File: src/rtl/core/identifier_case_converter_unit_defines.svh
// Assertion macros shared by the identifier case converter RTL.
// Included by the modules that carry concurrent assertions; needs nothing else.
`ifndef IDENTIFIER_CASE_CONVERTER_UNIT_DEFINES_SVH
`define IDENTIFIER_CASE_CONVERTER_UNIT_DEFINES_SVH

// same-cycle implication, masked during reset
`define ICC_ASSERT_IMPLY(label, clk, rst, ante, cons, msg) \
   label: assert property (@(posedge clk) disable iff (rst) (ante) |-> (cons)) \
      else $error(msg);

// next-cycle implication, masked during reset
`define ICC_ASSERT_NEXT(label, clk, rst, ante, cons, msg) \
   label: assert property (@(posedge clk) disable iff (rst) (ante) |=> (cons)) \
      else $error(msg);

// condition that must never be seen
`define ICC_ASSERT_NEVER(label, clk, rst, cond, msg) \
   label: assert property (@(posedge clk) disable iff (rst) !(cond)) \
      else $error(msg);

`endif

File: src/rtl/core/icc_pkg.sv
// Package for the identifier case converter: payload and job types, mode codes,
// character class helpers and the per-byte conversion step. No dependencies.
`timescale 1ns / 1ps

package icc_pkg;

   localparam logic [2:0] MODE_UPPER = 3'd0;
   localparam logic [2:0] MODE_LOWER = 3'd1;
   localparam logic [2:0] MODE_TITLE = 3'd2;
   localparam logic [2:0] MODE_SNAKE = 3'd3;
   localparam logic [2:0] MODE_CAMEL = 3'd4;

   localparam logic [7:0] UNDERSCORE = 8'h5F;
   localparam logic [7:0] CASE_GAP   = 8'd32;
   localparam int         JOB_BYTES  = 4;

   typedef struct packed {
      logic [7:0] char_in;
      logic       last_in;
   } icc_req_type;

   typedef struct packed {
      logic [7:0] byte_out;
      logic       byte_valid;
      logic       run_last;
      logic       stream_end;
   } icc_rsp_type;

   // word trackers carried from byte to byte
   typedef struct packed {
      logic [7:0] prev_char;
      logic       word_open;
      logic       any_word_done;
      logic       title_new;
   } icc_track_type;

   typedef struct packed {
      icc_track_type track;
      logic [1:0]    nb;
      logic [7:0]    b0;
      logic [7:0]    b1;
   } icc_step_type;

   // everything one request produces, handed from front to back
   typedef struct packed {
      logic [JOB_BYTES-1:0][7:0] bytes;
      logic [2:0]                count;
      logic                      marker;
      logic                      stream_end;
   } icc_job_type;

   typedef struct packed {
      logic full;
      logic empty;
   } icc_qstat_type;

   localparam icc_track_type TRACK_RESET = '{
      prev_char: 8'd0, word_open: 1'b0, any_word_done: 1'b0, title_new: 1'b1};

   function automatic logic is_up(logic [7:0] c);
      return (c >= 8'h41) && (c <= 8'h5A);
   endfunction

   function automatic logic is_lo(logic [7:0] c);
      return (c >= 8'h61) && (c <= 8'h7A);
   endfunction

   function automatic logic is_al(logic [7:0] c);
      return is_up(c) || is_lo(c);
   endfunction

   function automatic logic is_dg(logic [7:0] c);
      return (c >= 8'h30) && (c <= 8'h39);
   endfunction

   function automatic logic is_an(logic [7:0] c);
      return is_al(c) || is_dg(c);
   endfunction

   function automatic logic [7:0] to_up(logic [7:0] c);
      return is_lo(c) ? c - CASE_GAP : c;
   endfunction

   function automatic logic [7:0] to_lo(logic [7:0] c);
      return is_up(c) ? c + CASE_GAP : c;
   endfunction

   // one byte through the trackers and the selected mode: zero to two bytes out
   function automatic icc_step_type icc_process(icc_track_type st, logic [2:0] mode,
                                                logic [7:0] ch, logic nxv,
                                                logic [7:0] nx);
      icc_step_type r;
      logic         starts;
      logic         prior;
      logic         alnum;
      logic [7:0]   p;
      r        = '0;
      r.track  = st;
      starts   = 1'b0;
      prior    = st.any_word_done;
      alnum    = is_an(ch);
      p        = st.prev_char;
      r.track.title_new = !is_al(ch);
      if (alnum) begin
         if (st.word_open) begin
            starts = (is_lo(p) && is_up(ch)) || (is_al(p) && is_dg(ch)) ||
                     (is_dg(p) && is_al(ch)) ||
                     (is_up(p) && is_up(ch) && nxv && is_lo(nx));
         end else begin
            starts = 1'b1;
         end
         r.track.word_open = 1'b1;
         r.track.prev_char = ch;
         if (starts) begin
            r.track.any_word_done = 1'b1;
         end
      end else begin
         r.track.word_open = 1'b0;
         r.track.prev_char = 8'd0;
      end
      case (mode)
         MODE_UPPER: begin
            r.nb = 2'd1;
            r.b0 = to_up(ch);
         end
         MODE_LOWER: begin
            r.nb = 2'd1;
            r.b0 = to_lo(ch);
         end
         MODE_TITLE: begin
            r.nb = 2'd1;
            r.b0 = is_al(ch) ? (st.title_new ? to_up(ch) : to_lo(ch)) : ch;
         end
         MODE_SNAKE: begin
            if (alnum) begin
               if (starts && prior) begin
                  r.nb = 2'd2;
                  r.b0 = UNDERSCORE;
                  r.b1 = to_lo(ch);
               end else begin
                  r.nb = 2'd1;
                  r.b0 = to_lo(ch);
               end
            end
         end
         MODE_CAMEL: begin
            if (alnum) begin
               r.nb = 2'd1;
               r.b0 = (starts && prior) ? to_up(ch) : to_lo(ch);
            end
         end
         default: begin
            r.nb = 2'd1;
            r.b0 = ch;
         end
      endcase
      return r;
   endfunction

endpackage

File: src/rtl/core/icc_front.sv
// Front end: holds the mode register and the lookahead byte, converts each
// request into a job of up to four bytes. Depends on icc_pkg.
`timescale 1ns / 1ps

module icc_front
   import icc_pkg::*;
(
   input  logic          clock,
   input  logic          reset,
   input  logic          req_valid,
   output logic          req_ready,
   input  icc_req_type   req_data,
   input  logic          csr_valid,
   output logic          csr_ready,
   input  logic [2:0]    csr_data,
   input  icc_qstat_type q_stat,
   output logic          q_push,
   output icc_job_type   q_job
);

   logic [2:0]    mode_ff, mode_in;
   logic [7:0]    held_char_ff, held_char_in;
   logic          held_valid_ff, held_valid_in;
   icc_track_type trk_ff, trk_in;

   icc_step_type  s1, s2;
   icc_track_type trk_mid;
   logic [1:0]    n1, n2;
   logic [2:0]    total;
   logic          accept;

   assign csr_ready = 1'b1;
   assign req_ready = !q_stat.full;
   assign accept    = req_valid && req_ready;

   always_comb begin
      // held byte first, with the incoming byte as its lookahead
      s1      = icc_process(trk_ff, mode_ff, held_char_ff, 1'b1, req_data.char_in);
      n1      = held_valid_ff ? s1.nb : 2'd0;
      trk_mid = held_valid_ff ? s1.track : trk_ff;
      s2      = icc_process(trk_mid, mode_ff, req_data.char_in, 1'b0, 8'd0);
      n2      = req_data.last_in ? s2.nb : 2'd0;
      total   = {1'b0, n1} + {1'b0, n2};

      q_job = '0;
      if (n1 != 2'd0) begin
         q_job.bytes[0] = s1.b0;
      end
      if (n1 == 2'd2) begin
         q_job.bytes[1] = s1.b1;
      end
      if (n2 != 2'd0) begin
         q_job.bytes[n1] = s2.b0;
      end
      if (n2 == 2'd2) begin
         q_job.bytes[n1 + 2'd1] = s2.b1;
      end
      q_job.stream_end = req_data.last_in;
      if (req_data.last_in && total == 3'd0) begin
         q_job.count  = 3'd1;
         q_job.marker = 1'b1;
      end else begin
         q_job.count = total;
      end
      q_push = accept && (q_job.count != 3'd0);

      mode_in       = (csr_valid && csr_ready) ? csr_data : mode_ff;
      held_char_in  = held_char_ff;
      held_valid_in = held_valid_ff;
      trk_in        = trk_ff;
      if (accept) begin
         if (req_data.last_in) begin
            held_char_in  = 8'd0;
            held_valid_in = 1'b0;
            trk_in        = TRACK_RESET;
         end else begin
            held_char_in  = req_data.char_in;
            held_valid_in = 1'b1;
            trk_in        = trk_mid;
         end
      end
   end

   always_ff @(posedge clock) begin
      if (reset) begin
         mode_ff       <= MODE_UPPER;
         held_char_ff  <= 8'd0;
         held_valid_ff <= 1'b0;
         trk_ff        <= TRACK_RESET;
      end else begin
         mode_ff       <= mode_in;
         held_char_ff  <= held_char_in;
         held_valid_ff <= held_valid_in;
         trk_ff        <= trk_in;
      end
   end

endmodule

File: src/rtl/core/icc_queue.sv
// Two-entry job queue between front and back end.
// Depends on icc_pkg and the shared assertion macros.
`timescale 1ns / 1ps
`include "identifier_case_converter_unit_defines.svh"

module icc_queue
   import icc_pkg::*;
(
   input  logic          clock,
   input  logic          reset,
   input  logic          push,
   input  icc_job_type   push_job,
   input  logic          pop,
   output icc_job_type   pop_job,
   output icc_qstat_type stat
);

   icc_job_type slot0_ff;
   icc_job_type slot1_ff;
   logic        wr_ptr_ff, wr_ptr_in;
   logic        rd_ptr_ff, rd_ptr_in;
   logic [1:0]  cnt_ff, cnt_in;

   assign stat.full  = cnt_ff == 2'd2;
   assign stat.empty = cnt_ff == 2'd0;
   assign pop_job    = rd_ptr_ff ? slot1_ff : slot0_ff;

   always_comb begin
      wr_ptr_in = push ? !wr_ptr_ff : wr_ptr_ff;
      rd_ptr_in = pop ? !rd_ptr_ff : rd_ptr_ff;
      cnt_in    = cnt_ff + {1'b0, push} - {1'b0, pop};
   end

   always_ff @(posedge clock) begin
      if (reset) begin
         wr_ptr_ff <= 1'b0;
         rd_ptr_ff <= 1'b0;
         cnt_ff    <= 2'd0;
      end else begin
         wr_ptr_ff <= wr_ptr_in;
         rd_ptr_ff <= rd_ptr_in;
         cnt_ff    <= cnt_in;
      end
   end

   always_ff @(posedge clock) begin
      if (push && !wr_ptr_ff) begin
         slot0_ff <= push_job;
      end
      if (push && wr_ptr_ff) begin
         slot1_ff <= push_job;
      end
   end

   `ICC_ASSERT_NEVER(a_no_push_full, clock, reset, push && stat.full, "push into full queue")
   `ICC_ASSERT_NEVER(a_no_pop_empty, clock, reset, pop && stat.empty, "pop from empty queue")
   `ICC_ASSERT_NEVER(a_cnt_range, clock, reset, cnt_ff == 2'd3, "queue count out of range")

endmodule

File: src/rtl/core/icc_back.sv
// Back end: walks a job byte by byte into the registered response port.
// Depends on icc_pkg and the shared assertion macros.
`timescale 1ns / 1ps
`include "identifier_case_converter_unit_defines.svh"

module icc_back
   import icc_pkg::*;
(
   input  logic          clock,
   input  logic          reset,
   input  icc_qstat_type q_stat,
   input  icc_job_type   q_job,
   output logic          q_pop,
   output logic          rsp_valid,
   input  logic          rsp_ready,
   output icc_rsp_type   rsp_data
);

   icc_job_type job_ff, job_in;
   logic        job_valid_ff, job_valid_in;
   logic [1:0]  idx_ff, idx_in;
   logic        rsp_valid_ff, rsp_valid_in;
   icc_rsp_type rsp_ff, rsp_in;

   logic out_free;
   logic last_idx;
   logic advance;

   assign rsp_valid = rsp_valid_ff;
   assign rsp_data  = rsp_ff;

   always_comb begin
      out_free = !rsp_valid_ff || rsp_ready;
      last_idx = {1'b0, idx_ff} == (job_ff.count - 3'd1);
      advance  = out_free && job_valid_ff;
      // refill as the current job's final byte goes out
      q_pop    = !q_stat.empty && (!job_valid_ff || (advance && last_idx));

      job_in       = q_pop ? q_job : job_ff;
      job_valid_in = job_valid_ff;
      idx_in       = idx_ff;
      if (q_pop) begin
         job_valid_in = 1'b1;
         idx_in       = 2'd0;
      end else if (advance) begin
         job_valid_in = !last_idx;
         idx_in       = idx_ff + 2'd1;
      end

      rsp_valid_in = out_free ? job_valid_ff : rsp_valid_ff;
      rsp_in       = rsp_ff;
      if (advance) begin
         rsp_in.byte_out   = job_ff.bytes[idx_ff];
         rsp_in.byte_valid = !job_ff.marker;
         rsp_in.run_last   = last_idx;
         rsp_in.stream_end = last_idx && job_ff.stream_end;
      end
   end

   always_ff @(posedge clock) begin
      if (reset) begin
         job_valid_ff <= 1'b0;
         idx_ff       <= 2'd0;
         rsp_valid_ff <= 1'b0;
      end else begin
         job_valid_ff <= job_valid_in;
         idx_ff       <= idx_in;
         rsp_valid_ff <= rsp_valid_in;
      end
   end

   always_ff @(posedge clock) begin
      job_ff <= job_in;
      rsp_ff <= rsp_in;
   end

   `ICC_ASSERT_IMPLY(a_job_nonempty, clock, reset, job_valid_ff, job_ff.count != 3'd0,
                     "empty job held")
   `ICC_ASSERT_IMPLY(a_idx_range, clock, reset, job_valid_ff,
                     ({1'b0, idx_ff} < job_ff.count), "job index past count")
   `ICC_ASSERT_IMPLY(a_end_is_run_last, clock, reset, rsp_valid_ff && rsp_ff.stream_end,
                     rsp_ff.run_last, "stream end without run last")
   `ICC_ASSERT_IMPLY(a_marker_ends, clock, reset, rsp_valid_ff && !rsp_ff.byte_valid,
                     rsp_ff.stream_end && rsp_ff.run_last, "bare marker not at stream end")

endmodule

File: src/rtl/core/identifier_case_converter_unit.sv
// Identifier case converter: text in one byte per request, converted bytes out
// as upper, lower, title, snake or camel case (csr_data selects; codes 5 to 7
// pass bytes through). Every byte is held back until the next request arrives,
// which serves as its lookahead, so the first byte of a text yields nothing
// and the last request releases both the held and the final byte; an end of
// text with no output byte gives one bare marker (byte_valid low). A request
// is taken in every cycle while the two-entry job queue has room; responses
// leave at one per cycle while jobs wait and rsp_ready is high; a request
// makes none to four (at most two for most text), and its job passes through
// the queue slot and the job register into the response register. Write the mode
// only while idle. Depends on icc_pkg, icc_front, icc_queue and icc_back.
`timescale 1ns / 1ps

module identifier_case_converter_unit
   import icc_pkg::*;
(
   input  logic        clock,
   input  logic        reset,
   input  logic        req_valid,
   output logic        req_ready,
   input  icc_req_type req_data,
   output logic        rsp_valid,
   input  logic        rsp_ready,
   output icc_rsp_type rsp_data,
   input  logic        csr_valid,
   output logic        csr_ready,
   input  logic [2:0]  csr_data
);

   icc_qstat_type q_stat;
   icc_job_type   push_job, pop_job;
   logic          q_push, q_pop;

   icc_front u_front (
      .clock     (clock),
      .reset     (reset),
      .req_valid (req_valid),
      .req_ready (req_ready),
      .req_data  (req_data),
      .csr_valid (csr_valid),
      .csr_ready (csr_ready),
      .csr_data  (csr_data),
      .q_stat    (q_stat),
      .q_push    (q_push),
      .q_job     (push_job)
   );

   icc_queue u_queue (
      .clock    (clock),
      .reset    (reset),
      .push     (q_push),
      .push_job (push_job),
      .pop      (q_pop),
      .pop_job  (pop_job),
      .stat     (q_stat)
   );

   icc_back u_back (
      .clock     (clock),
      .reset     (reset),
      .q_stat    (q_stat),
      .q_job     (pop_job),
      .q_pop     (q_pop),
      .rsp_valid (rsp_valid),
      .rsp_ready (rsp_ready),
      .rsp_data  (rsp_data)
   );

endmodule

File: config.mk
export PLATFORM = sky130hd
export DESIGN_NAME = identifier_case_converter_unit
export DESIGN_NICKNAME = d
export VERILOG_FILES = /design/src/rtl/core/icc_pkg.sv /design/src/rtl/core/icc_front.sv /design/src/rtl/core/icc_queue.sv /design/src/rtl/core/icc_back.sv /design/src/rtl/core/identifier_case_converter_unit.sv
export VERILOG_INCLUDE_DIRS = /design/src /design/src/rtl/core
export SDC_FILE = /design/constraint.sdc
export NUM_CORES = 1
export LEC_CHECK = 0
export BUFFER_PORTS_ARGS = -buffer_cell sky130_fd_sc_hd__buf_2
export CAP_MARGIN = 20
export CORE_MARGIN = 3
export CORE_UTILIZATION = 62
export DETAILED_ROUTE_END_ITERATION = 16
export PLACE_DENSITY = 0.8
export SYNTH_ARGS = -nofsm -noshare
export SYNTH_HDL_FRONTEND = slang
export SYNTH_SLANG_ARGS = --single-unit
File: constraint.sdc
create_clock -name clock -period 8.5 [get_ports clock]
set_input_delay 1.7 -clock clock [delete_from_list [all_inputs] [get_ports clock]]
set_output_delay 1.7 -clock clock [all_outputs]
set_load 0.1 [all_outputs]
After elaboration in Yosys (flattened, before gate mapping)
Cells that the tools add are included.
{"block": "word_totals", "ff_bits": 153, "input_bits": 17, "out_inout_bits": 14, "wordCells": 201}
{"block": "op_classes", "add_sub_neg": 10, "n_lt_le_gt_ge": 29, "n_eq_ne": 8, "n_mux": 53, "n_reduce_logical": 63}
{"op": "$mux W8", "count": 20}
{"op": "$pmux W10 S5", "count": 2}
{"op": "$bwmux W32", "count": 2}
{"op": "$ge A8 B7 Y1 const B", "count": 8}
{"op": "$le A8 B7 Y1 const B", "count": 8}
{"op": "$mux W32", "count": 2}
{"op": "$mux W37", "count": 1}
{"op": "$mux W18", "count": 2}
{"op": "$logic_and A1 B1 Y1", "count": 33}
{"op": "$demux W8 S2", "count": 2}
{"op": "$ge A8 B6 Y1 const B", "count": 4}
{"op": "$le A8 B6 Y1 const B", "count": 4}
{"op": "$mux W9", "count": 3}
{"op": "$mux W11", "count": 2}
{"op": "$mux W10", "count": 2}
{"op": "$add A8 B6 Y8 const B", "count": 2}
{"op": "$bmux W8 S2", "count": 1}
{"op": "$sub A8 B6 Y8 const B", "count": 2}
{"op": "$logic_or A1 B1 Y1", "count": 13}
{"op": "$mux W1", "count": 11}
{"op": "$logic_not A1 Y1", "count": 9}
{"op": "$lt A2 B3 Y1 const B", "count": 3}
{"op": "$eq A2 B2 Y1 const B", "count": 3}
{"op": "$eq A3 B2 Y1 const B", "count": 2}
{"op": "16 further kinds", "count": 22}

Longest topological paths before layout
Gate-level depths: netlist of the first run.
{"block": "depth", "ltp_word": 33, "mapped_depth": 23}

Hierarchy
Synthesis of the first run repeated with hierarchy kept, for this count alone.
{"block": "hier_totals", "cells_unflattened": 615, "area_unflattened_um2": 7713.6}
{"mod": "icc_queue", "n_inst": 1, "cells_per_inst": 134, "area_per_inst_um2": 2947.8, "seq_area_each_um2": 2302.2}
{"mod": "icc_front", "n_inst": 1, "cells_per_inst": 388, "area_per_inst_um2": 2819.0, "seq_area_each_um2": 460.4}
{"mod": "icc_back", "n_inst": 1, "cells_per_inst": 93, "area_per_inst_um2": 1946.9, "seq_area_each_um2": 1521.5}

Worst setup path before layout of the first run
OpenSTA, ideal clock, no wires.
{"block": "synth_path", "kind": "input port to flip-flop", "startpoint": "input req_data[6] (netlist bit)", "endpoint": "register u_queue.slot0_ff[0] (netlist bit) (enable)", "setup_time_ns": 0.477, "t_arrival_ns": 7.049, "setup_slack_ns": 0.974, "cell_stages": 16, "path_cell_list": "clkbuf_1 > inv_1 > ha_1 > nand2_1 > o22ai_1 > o211ai_1 > a21boi_0 > o41a_1 > a21o_1 > buf_6 > or3_1 > clkbuf_1 > fa_1 > inv_1 > nor4_1 > nor3_1"}
{"element": "from (decl)", "line": "identifier_case_converter_unit.sv:21", "rtl": "input icc_req_type req_data,"}
{"element": "to (signal assigned)", "line": "icc_queue.sv:48", "rtl": "slot0_ff <= push_job;"}
{"element": "to (decl)", "line": "icc_queue.sv:18", "rtl": "icc_job_type slot0_ff;"}

==> results.sh, run 1 <==
export IMPL_outcome="complete, no violations"
export IMPL_global_route_usage_met1_pct=34.9
export IMPL_timing_worst_slew_pin_value_ps=891
export IMPL_setup_total_negative_slack_ps=0
export IMPL_slew_violations=0
export IMPL_die_area_um2=13200
export IMPL_number_of_antenna_violations_at_the_first_check_in_global_routing=0
export IMPL_cap_viol_max_count=0
export IMPL_synth_warning_count=0
export IMPL_cts_root_buffer_cell="sky130_fd_sc_hd__clkbuf_16"
export IMPL_syn_nets=636
export IMPL_initial_utilization_pct=64.1
export IMPL_hold_path_class="flip-flop to flip-flop"
export IMPL_signal_arrival_time_at_the_worst_endpoint_ps=5990
export IMPL_route_vias_total=5169
export IMPL_place_gp_congestion=0.954
export IMPL_detail_route_drc_violations=0
export IMPL_dp_hpwl_um=11500
export IMPL_drive_gt1_share_pct=21.3
export IMPL_worst_skew_late_latency_ps=420
export IMPL_cts_htree_levels=4
export IMPL_worst_path_max_delay_cell="sky130_fd_sc_hd__a31oi_1"
export IMPL_worst_hold_margin_ps=515
export IMPL_synth_largest_area_cell="sky130_fd_sc_hd__edfxtp_1"
export IMPL_timing_max_slew_rel_slack_pct=40.3
export IMPL_synth_distinct_cells=79
export IMPL_grt_first_pass_wirelength_um=27200
export IMPL_cts_reportedPaths_clkPinSlew_ps=60
export IMPL_floorplan_die_height_um=115
export IMPL_power_density_of_the_placed_cells_nw_per_um2=304
export IMPL_cts_buf_count=17
export IMPL_final_common_cell="sky130_fd_sc_hd__edfxtp_1"
export IMPL_ordered_list_of_cells_on_the_worst_path="buf_2 > inv_1 > a211oi_2 > and2_1 > o311ai_1 > a31oi_1 > a21o_1 > inv_1 > ha_1 > inv_1 > fa_1 > inv_1 > nor4_1 > nor2_1 > and2_1 > buf_4"
export IMPL_synth_seq_cells=153
export IMPL_avgSynthCellArea_um2=12.2
export IMPL_worst_r2r_startpoint="u_front.held_char_ff[5]$_SDFFE_PP0P_"
export IMPL_worst_endpoint_required_ps=8560
export IMPL_grt_use_met2_pct=45.5
export IMPL_clock_sinks=153
export IMPL_flow_area_growth_from_synthesis_pct=11.4
export IMPL_finalSetupViolCount=0
export IMPL_synth_top_cell_area_share_pct=49.6
export IMPL_fp_dieW_um=115
export IMPL_startpoint_type="input port"
export IMPL_yosysSeqAreaShare_pct=58.1
export IMPL_cts_repair_resized=0
export IMPL_timing_critical_path_to_type="flip-flop"
export IMPL_timing_final_crit_share_pct=69.7
export IMPL_cp_startpoint="req_data[7]"
export IMPL_floorplan_io_pins=31
export IMPL_post_cts_hold_buffer_count=0
export IMPL_crit_reg2reg_capture="u_queue.slot1_ff[12]$_DFFE_PP_"
export IMPL_grt_max_degree=42
export IMPL_synthesis_instances=607
export IMPL_detail_route_antenna_nets=0
export IMPL_worstSetupPathDepth=16
export IMPL_setup_ws_ps=2570
export IMPL_antenna_cells_inserted=0
export IMPL_portBuffers=29
export IMPL_post_cts_setup_buffer_count=0
export IMPL_synth_top_flop_cell="sky130_fd_sc_hd__edfxtp_1"
export IMPL_cpPeakStageDelay_ps=760
export IMPL_ff2ff_path_depth=16
export IMPL_grt_setup_unrepaired="no"
export IMPL_synth_area_top_cells="sky130_fd_sc_hd__edfxtp_1 (50%), sky130_fd_sc_hd__dfxtp_1 (8.4%), sky130_fd_sc_hd__mux2_2 (5.6%)"
export IMPL_clock_skew_ps=8.57
export IMPL_synth_edff_count=122
export IMPL_gr_total_overflow=0
export IMPL_detailed_route_vias_per_instance=6.58
export IMPL_track_usage_pct=27.3
export IMPL_worst_hold_path_endpoint="u_back.job_valid_ff$_SDFFE_PP0P_"
export IMPL_synthArstFlopShare_pct=0
export IMPL_finalWirelength_um=17200
export IMPL_cts_buffer_depth=2
export IMPL_drt_pass1_iter_count=6
export IMPL_cts_tree="done"
export IMPL_max_vdd_ir_drop_mv=0.180
export IMPL_worst_r2r_setup_slack_ps=3120
export IMPL_grtUsageMet3_pct=5.79
export IMPL_worst_path_buffer_plus_inverter_count=6
export IMPL_syn_area_um2=7380
export IMPL_drt_wirelength_per_cell_um=21.9
export IMPL_min_path_cells=2
export IMPL_timing_final_crit_period_ps=5930
export IMPL_number_of_global_route_vias_before_repair=5076
export IMPL_mostFrequentLayoutCells="sky130_fd_sc_hd__edfxtp_1 (122), sky130_fd_sc_hd__nor2_1 (44), sky130_fd_sc_hd__nand2_1 (37), sky130_fd_sc_hd__mux2_2 (37), sky130_fd_sc_hd__a21oi_1 (33)"
export IMPL_max_freq_mhz=169
export IMPL_final_net_count=658
export IMPL_rows=39
export IMPL_hold_violations=0
export IMPL_cell_seen_most_often_among_critical_path_stages="sky130_fd_sc_hd__inv_1"
export IMPL_leakage_uw=0.00290
export IMPL_worstHoldStart="u_back.job_valid_ff$_SDFFE_PP0P_"
export IMPL_critPathMaxFanout=37
export IMPL_path_class="input port to flip-flop"
export IMPL_floorplan_core_area_um2=11500
export IMPL_detailedRoute_firstIterationViolations=479
export IMPL_dp_slack_ps=2280
export IMPL_top_usage_layer_grt="met2"
export IMPL_critical_path_top_delay_family="compound AO/OA/AOI/OAI gates"
==> cell usage after synthesis (4+ instances only) <==
cell / count
sky130_fd_sc_hd__and2_1: 12
sky130_fd_sc_hd__a22oi_1: 8
sky130_fd_sc_hd__nand3_1: 7
sky130_fd_sc_hd__o21a_1: 8
sky130_fd_sc_hd__o211ai_1: 7
sky130_fd_sc_hd__o22ai_1: 10
sky130_fd_sc_hd__edfxtp_1: 122
sky130_fd_sc_hd__a211oi_1: 6
sky130_fd_sc_hd__mux2_2: 37
sky130_fd_sc_hd__buf_2: 5
sky130_fd_sc_hd__nand3b_1: 5
sky130_fd_sc_hd__o21ai_0: 25
sky130_fd_sc_hd__a21oi_1: 34
sky130_fd_sc_hd__nand2b_1: 5
sky130_fd_sc_hd__dfxtp_1: 31
sky130_fd_sc_hd__nand2_1: 37
sky130_fd_sc_hd__or3_1: 5
sky130_fd_sc_hd__ha_1: 11
sky130_fd_sc_hd__mux2i_1: 9
sky130_fd_sc_hd__a221o_1: 5
sky130_fd_sc_hd__nor2_1: 44
sky130_fd_sc_hd__xnor2_1: 8
sky130_fd_sc_hd__o221a_2: 5
sky130_fd_sc_hd__nor2b_1: 4
sky130_fd_sc_hd__inv_1: 24
sky130_fd_sc_hd__mux4_2: 8
sky130_fd_sc_hd__clkbuf_1: 22
sky130_fd_sc_hd__nor4_1: 5
sky130_fd_sc_hd__a31oi_1: 5
sky130_fd_sc_hd__nor3_1: 25
==> report_power, final <==
group          internal (uW)  total (uW)  switching [uW]  leakage (uW)
Clock                    448         752             304      0.000289
Combinational            211         651             441       0.00120
Sequential              1030        1100            65.7       0.00141
Total                   1690        2500             810       0.00290
==> worst max-delay path by stage <==
stage	endpoint
after global routing	u_queue.slot1_ff[12]$_DFFE_PP_
final	u_queue.slot1_ff[12]$_DFFE_PP_
after global placement	u_queue.slot1_ff[11]$_DFFE_PP_
after CTS	u_queue.slot1_ff[12]$_DFFE_PP_
after detailed placement	u_queue.slot1_ff[12]$_DFFE_PP_
after floorplan	u_queue.slot0_ff[0]$_DFFE_PP_
==> tightest hold or removal path, cell delays in order, from the launching register on <==
cell,delay [ps]
sky130_fd_sc_hd__dfxtp_1,350
sky130_fd_sc_hd__nand2_1,70
sky130_fd_sc_hd__a21oi_1,50
==> area by class of cell <==
type                            instances  area, um2
Tap cell                              143        179
Sequential cell                       153       4280
Clock inverter                         13        155
Timing Repair Buffer                   36        198
Fill cell                             765       3300
Inverter                               25       93.8
Clock buffer                           19        443
Multi-Input combinational cell        396       2870
==> flip-flops by register name (all words and copies together), names as in the netlist <==
name,flops
u_queue.rd_ptr_ff,1
u_back.rsp_data,11
u_front.mode_ff,3
u_queue.cnt_ff,2
u_front.held_char_ff,8
u_queue.slot0_ff,37
u_queue.wr_ptr_ff,1
u_front.held_valid_ff,1
u_queue.slot1_ff,37
u_back.job_ff,37
u_back.job_valid_ff,1
u_back.rsp_valid,1
u_back.idx_ff,2
u_front.trk_ff,11
==> per-stage QoR <==
step	area, um2	power [uW]	cells	util [%]
global route	8220	2600	785	71.4
floorplan	7380	1600	607	-
CTS	8220	2520	785	71.4
global placement	7620	1730	753	66.2
detailed placement	7620	1760	753	66.2
finish	8220	2500	785	71.4
==> routing by layer <==
metal,vias up,routed length [um]
li1,2359,-
met1,2532,7100
met2,232,8590
met3,46,950
met4,0,525
met5,-,0
==> kinds of logic after synthesis <==
group,after synthesis,synth area share (%)
multiplexers,55,9.46
XOR/XNOR,11,1.31
other,1,0.0508
flip-flops,153,58.1
adder cells (fa/ha/maj),12,2.14
AND/OR/NAND/NOR,171,11.9
buffers and inverters,58,3.31
AO/OA/AOI/OAI,146,13.8
Power figures use the tool's default switching activity.
==> inputs of run 2 (changes only) <==
ABC_AREA = 1   (was default)
clock period = 5.8 ns   (was 8.5 ns; I/O delays follow)
==> run 2 against run 1 <==
Die area grew 3.5%; worst setup slack lost 1700 ps; first-iteration DRC count grew 23%; highest routed layer unchanged; non-clock buffer count is the same; sequential share of layout area shrank 2.1 points; critical endpoint is now u_queue.slot1_ff[15]$_DFFE_PP_; synthesized area grew 3.7%; critical path depth grew 9; cell count grew 37%; clock power grew 46%; global-route usage grew 0.90 points; count of clock-buffer cells in the layout grew 2.
==> results.sh, run 2 <==
export IMPL_outcome="complete, no violations"
export IMPL_gr_total_overflow=0
export IMPL_worst_skew_late_latency_ps=420
export IMPL_finalWirelength_um=18400
export IMPL_post_cts_hold_buffer_count=0
export IMPL_path_class="input port to flip-flop"
export IMPL_finalPower_uw=3600
export IMPL_clock_sinks=153
export IMPL_cts_htree_levels=4
export IMPL_startpoint_type="input port"
export IMPL_synth_top_flop_cell="sky130_fd_sc_hd__edfxtp_1"
export IMPL_signal_arrival_time_at_the_worst_endpoint_ps=5020
export IMPL_leading_registers_by_flop_count="u_back.job_ff: 37 flops, u_queue.slot0_ff: 37 flops, u_queue.slot1_ff: 37 flops"
export IMPL_detailedRoute_firstIterationViolations=590
export IMPL_dp_hpwl_um=13200
export IMPL_hold_violations=0
export IMPL_worst_r2r_startpoint="u_front.held_char_ff[6]$_SDFFE_PP0P_"
export IMPL_flow_area_growth_from_synthesis_pct=11.9
export IMPL_critPathMaxFanout=37
export IMPL_cts_buffer_depth=2
export IMPL_ff2ff_path_depth=29
export IMPL_floorplan_io_pins=31
export IMPL_timing_worst_slew_pin_value_ps=876
export IMPL_power_density_of_the_placed_cells_nw_per_um2=421
export IMPL_route_vias_total=6132
export IMPL_floorplan_die_height_um=117
export IMPL_clock_skew_ps=10.2
export IMPL_cts_repair_resized=0
export IMPL_timing_final_crit_period_ps=4920
export IMPL_slew_violations=0
export IMPL_max_vdd_ir_drop_mv=0.226
export IMPL_detail_route_drc_violations=0
export IMPL_portBuffers=29
export IMPL_drive_gt1_share_pct=10.9
export IMPL_fp_dieW_um=117
export IMPL_mostFrequentLayoutCells="sky130_fd_sc_hd__nand2_1 (247), sky130_fd_sc_hd__edfxtp_1 (122), sky130_fd_sc_hd__inv_1 (93)"
export IMPL_floorplan_core_area_um2=11800
export IMPL_cts_tree="done"
export IMPL_rows=39
export IMPL_place_gp_congestion=0.981
export IMPL_syn_area_um2=7650
export IMPL_synth_largest_area_cell="sky130_fd_sc_hd__edfxtp_1"
export IMPL_crit_reg2reg_capture="u_queue.slot1_ff[15]$_DFFE_PP_"
export IMPL_syn_nets=899
export IMPL_critical_path_top_delay_family="simple AND/OR/NAND/NOR gates"
export IMPL_detailed_route_vias_per_instance=5.71
export IMPL_timing_max_slew_rel_slack_pct=41.2
export IMPL_setup_total_negative_slack_ps=0
export IMPL_grt_first_pass_wirelength_um=29400
export IMPL_placement_cell_area_um2=7970
export IMPL_antenna_cells_inserted=0
export IMPL_cpPeakStageDelay_ps=420
export IMPL_yosysMostFrequentCell="sky130_fd_sc_hd__nand2_1"
export IMPL_worstSetupPathDepth=25
export IMPL_final_net_count=926
export IMPL_synth_top_cell_area_share_pct=47.9
export IMPL_drt_wirelength_per_cell_um=17.1
export IMPL_synthesis_instances=870
export IMPL_setup_ws_ps=884
export IMPL_worst_r2r_setup_slack_ps=1180
export IMPL_yosysSeqAreaShare_pct=56.0
export IMPL_timing_final_crit_share_pct=84.8
export IMPL_worst_endpoint_required_ps=5900
export IMPL_hold_path_class="flip-flop to flip-flop"
export IMPL_worst_hold_margin_ps=465
export IMPL_timing_critical_path_to_type="flip-flop"
export IMPL_detail_route_antenna_nets=0
export IMPL_cts_root_buffer_cell="sky130_fd_sc_hd__clkbuf_16"
export IMPL_max_freq_mhz=203
export IMPL_drt_pass1_iter_count=5
export IMPL_grt_max_degree=39
export IMPL_cp_startpoint="req_data[6]"
export IMPL_synth_area_top_cells="sky130_fd_sc_hd__edfxtp_1 (48%), sky130_fd_sc_hd__nand2_1 (12%), sky130_fd_sc_hd__dfxtp_1 (8.1%)"
export IMPL_worstSetupEndpoint="u_queue.slot1_ff[15]$_DFFE_PP_"
export IMPL_avgSynthCellArea_um2=8.80
export IMPL_worst_path_buffer_plus_inverter_count=7
export IMPL_die_area_um2=13700
export IMPL_post_cts_setup_buffer_count=0
export IMPL_number_of_global_route_vias_before_repair=6044
export IMPL_number_of_antenna_violations_at_the_first_check_in_global_routing=0
export IMPL_cell_seen_most_often_among_critical_path_stages="sky130_fd_sc_hd__inv_1"
export IMPL_synthArstFlopShare_pct=0
export IMPL_synth_top_cells_by_count="sky130_fd_sc_hd__nand2_1 (247), sky130_fd_sc_hd__edfxtp_1 (122), sky130_fd_sc_hd__inv_1 (93)"
export IMPL_synth_distinct_cells=46
export IMPL_synth_warning_count=0
export IMPL_cts_buf_count=17
export IMPL_synth_seq_cells=153
export IMPL_synth_edff_count=122
export IMPL_grt_setup_unrepaired="no"
export IMPL_track_usage_pct=28.2
export IMPL_finished_layout_cell_area_um2=8570
export IMPL_worst_path_max_delay_cell="sky130_fd_sc_hd__fa_1"
export IMPL_cts_reportedPaths_clkPinSlew_ps=60
export IMPL_cap_viol_max_count=0
export IMPL_leakage_uw=0.00352
export IMPL_final_common_cell="sky130_fd_sc_hd__nand2_1"
export IMPL_initial_utilization_pct=65.1
export IMPL_finalSetupViolCount=0
export IMPL_dp_slack_ps=503
-- run 2: changes by cell type in the layout (fill, tap and decap cells not counted), moves of 9 or more --
cell	delta
sky130_fd_sc_hd__and2_1	-12
sky130_fd_sc_hd__nand3_1	+34
sky130_fd_sc_hd__o21ai_0	+26
sky130_fd_sc_hd__nand2_1	+210
sky130_fd_sc_hd__a21oi_1	+17
sky130_fd_sc_hd__nor2_1	+35
sky130_fd_sc_hd__inv_1	+69
sky130_fd_sc_hd__mux2_2	-37
sky130_fd_sc_hd__mux2i_1	-9
-- run 2: final cells by class --
type | count | area [um2]
clock buffers | 21 | 450
clock inverters | 11 | 148
fillers | 861 | 3190
inverters | 101 | 382
multi-input cells | 588 | 2850
flip-flops and latches | 153 | 4280
well taps | 164 | 205
repair buffers | 36 | 243
-- run 2: worst min-delay path by stage --
stage | endpoint | from | cells after the start | slack, ps
finish | u_front.trk_ff[2]$_SDFFE_PP0P_ | u_front.trk_ff[2]$_SDFFE_PP0P_ | 2 | 470
detailed placement | u_front.trk_ff[2]$_SDFFE_PP0P_ | u_front.trk_ff[2]$_SDFFE_PP0P_ | 2 | 460
CTS | u_front.trk_ff[2]$_SDFFE_PP0P_ | u_front.trk_ff[2]$_SDFFE_PP0P_ | 2 | 460
global placement | u_front.trk_ff[2]$_SDFFE_PP0P_ | u_front.trk_ff[2]$_SDFFE_PP0P_ | 2 | 450
global route | u_front.trk_ff[2]$_SDFFE_PP0P_ | u_front.trk_ff[2]$_SDFFE_PP0P_ | 2 | 480
floorplan | u_front.trk_ff[2]$_SDFFE_PP0P_ | u_front.trk_ff[2]$_SDFFE_PP0P_ | 2 | 450
-- run 2: stage by stage --
step	util, %	cells
final	72.8	1074
after global routing	72.8	1074
after CTS	72.8	1074
after detailed placement	67.8	1042
after global placement	67.5	1041
after floorplan	-	870
-- run 2: cells by family (layout without fill, tap and decap cells) --
family                     after synthesis  in the layout  synth area share, %
AOI/OAI and AO/OA                      149            149                 10.9
xor gates and xnor gates                 6              6                0.687
adders and majority gates               12             12                 2.06
buffers and inverters                  129            169                 6.79
DFF                                    153            153                 56.0
other                                    1              1               0.0490
and+or+nand+nor                        420            420                 23.5
-- run 2: worst reg2reg max path: cells and delay by family (launching register included) --
family / cells / cell delay, ps
DFF: 1 / 570
AOI/OAI and AO/OA: 1 / 220
and+or+nand+nor: 20 / 2060
buffers and inverters: 5 / 650
adders and majority gates: 3 / 810
-- run 2: power by group --
part           internal (uW)  switching (uW)
registers               1500            88.1
logic                    208             710
clock network            688             415
total                   2390            1210
-- run 2: layer usage --
| layer | wire length [um] | up-vias | part of all wire (%) | global-route usage (%) |
|---|---|---|---|---|
| met5 | 0 | - | 0 | 0 |
| met4 | 736 | 0 | 4.0 | 13.6 |
| met3 | 1090 | 53 | 5.9 | 4.73 |
| met2 | 9310 | 238 | 51 | 50.0 |
| met1 | 7230 | 2871 | 39 | 33.2 |
| li1 | - | 2970 | - | - |
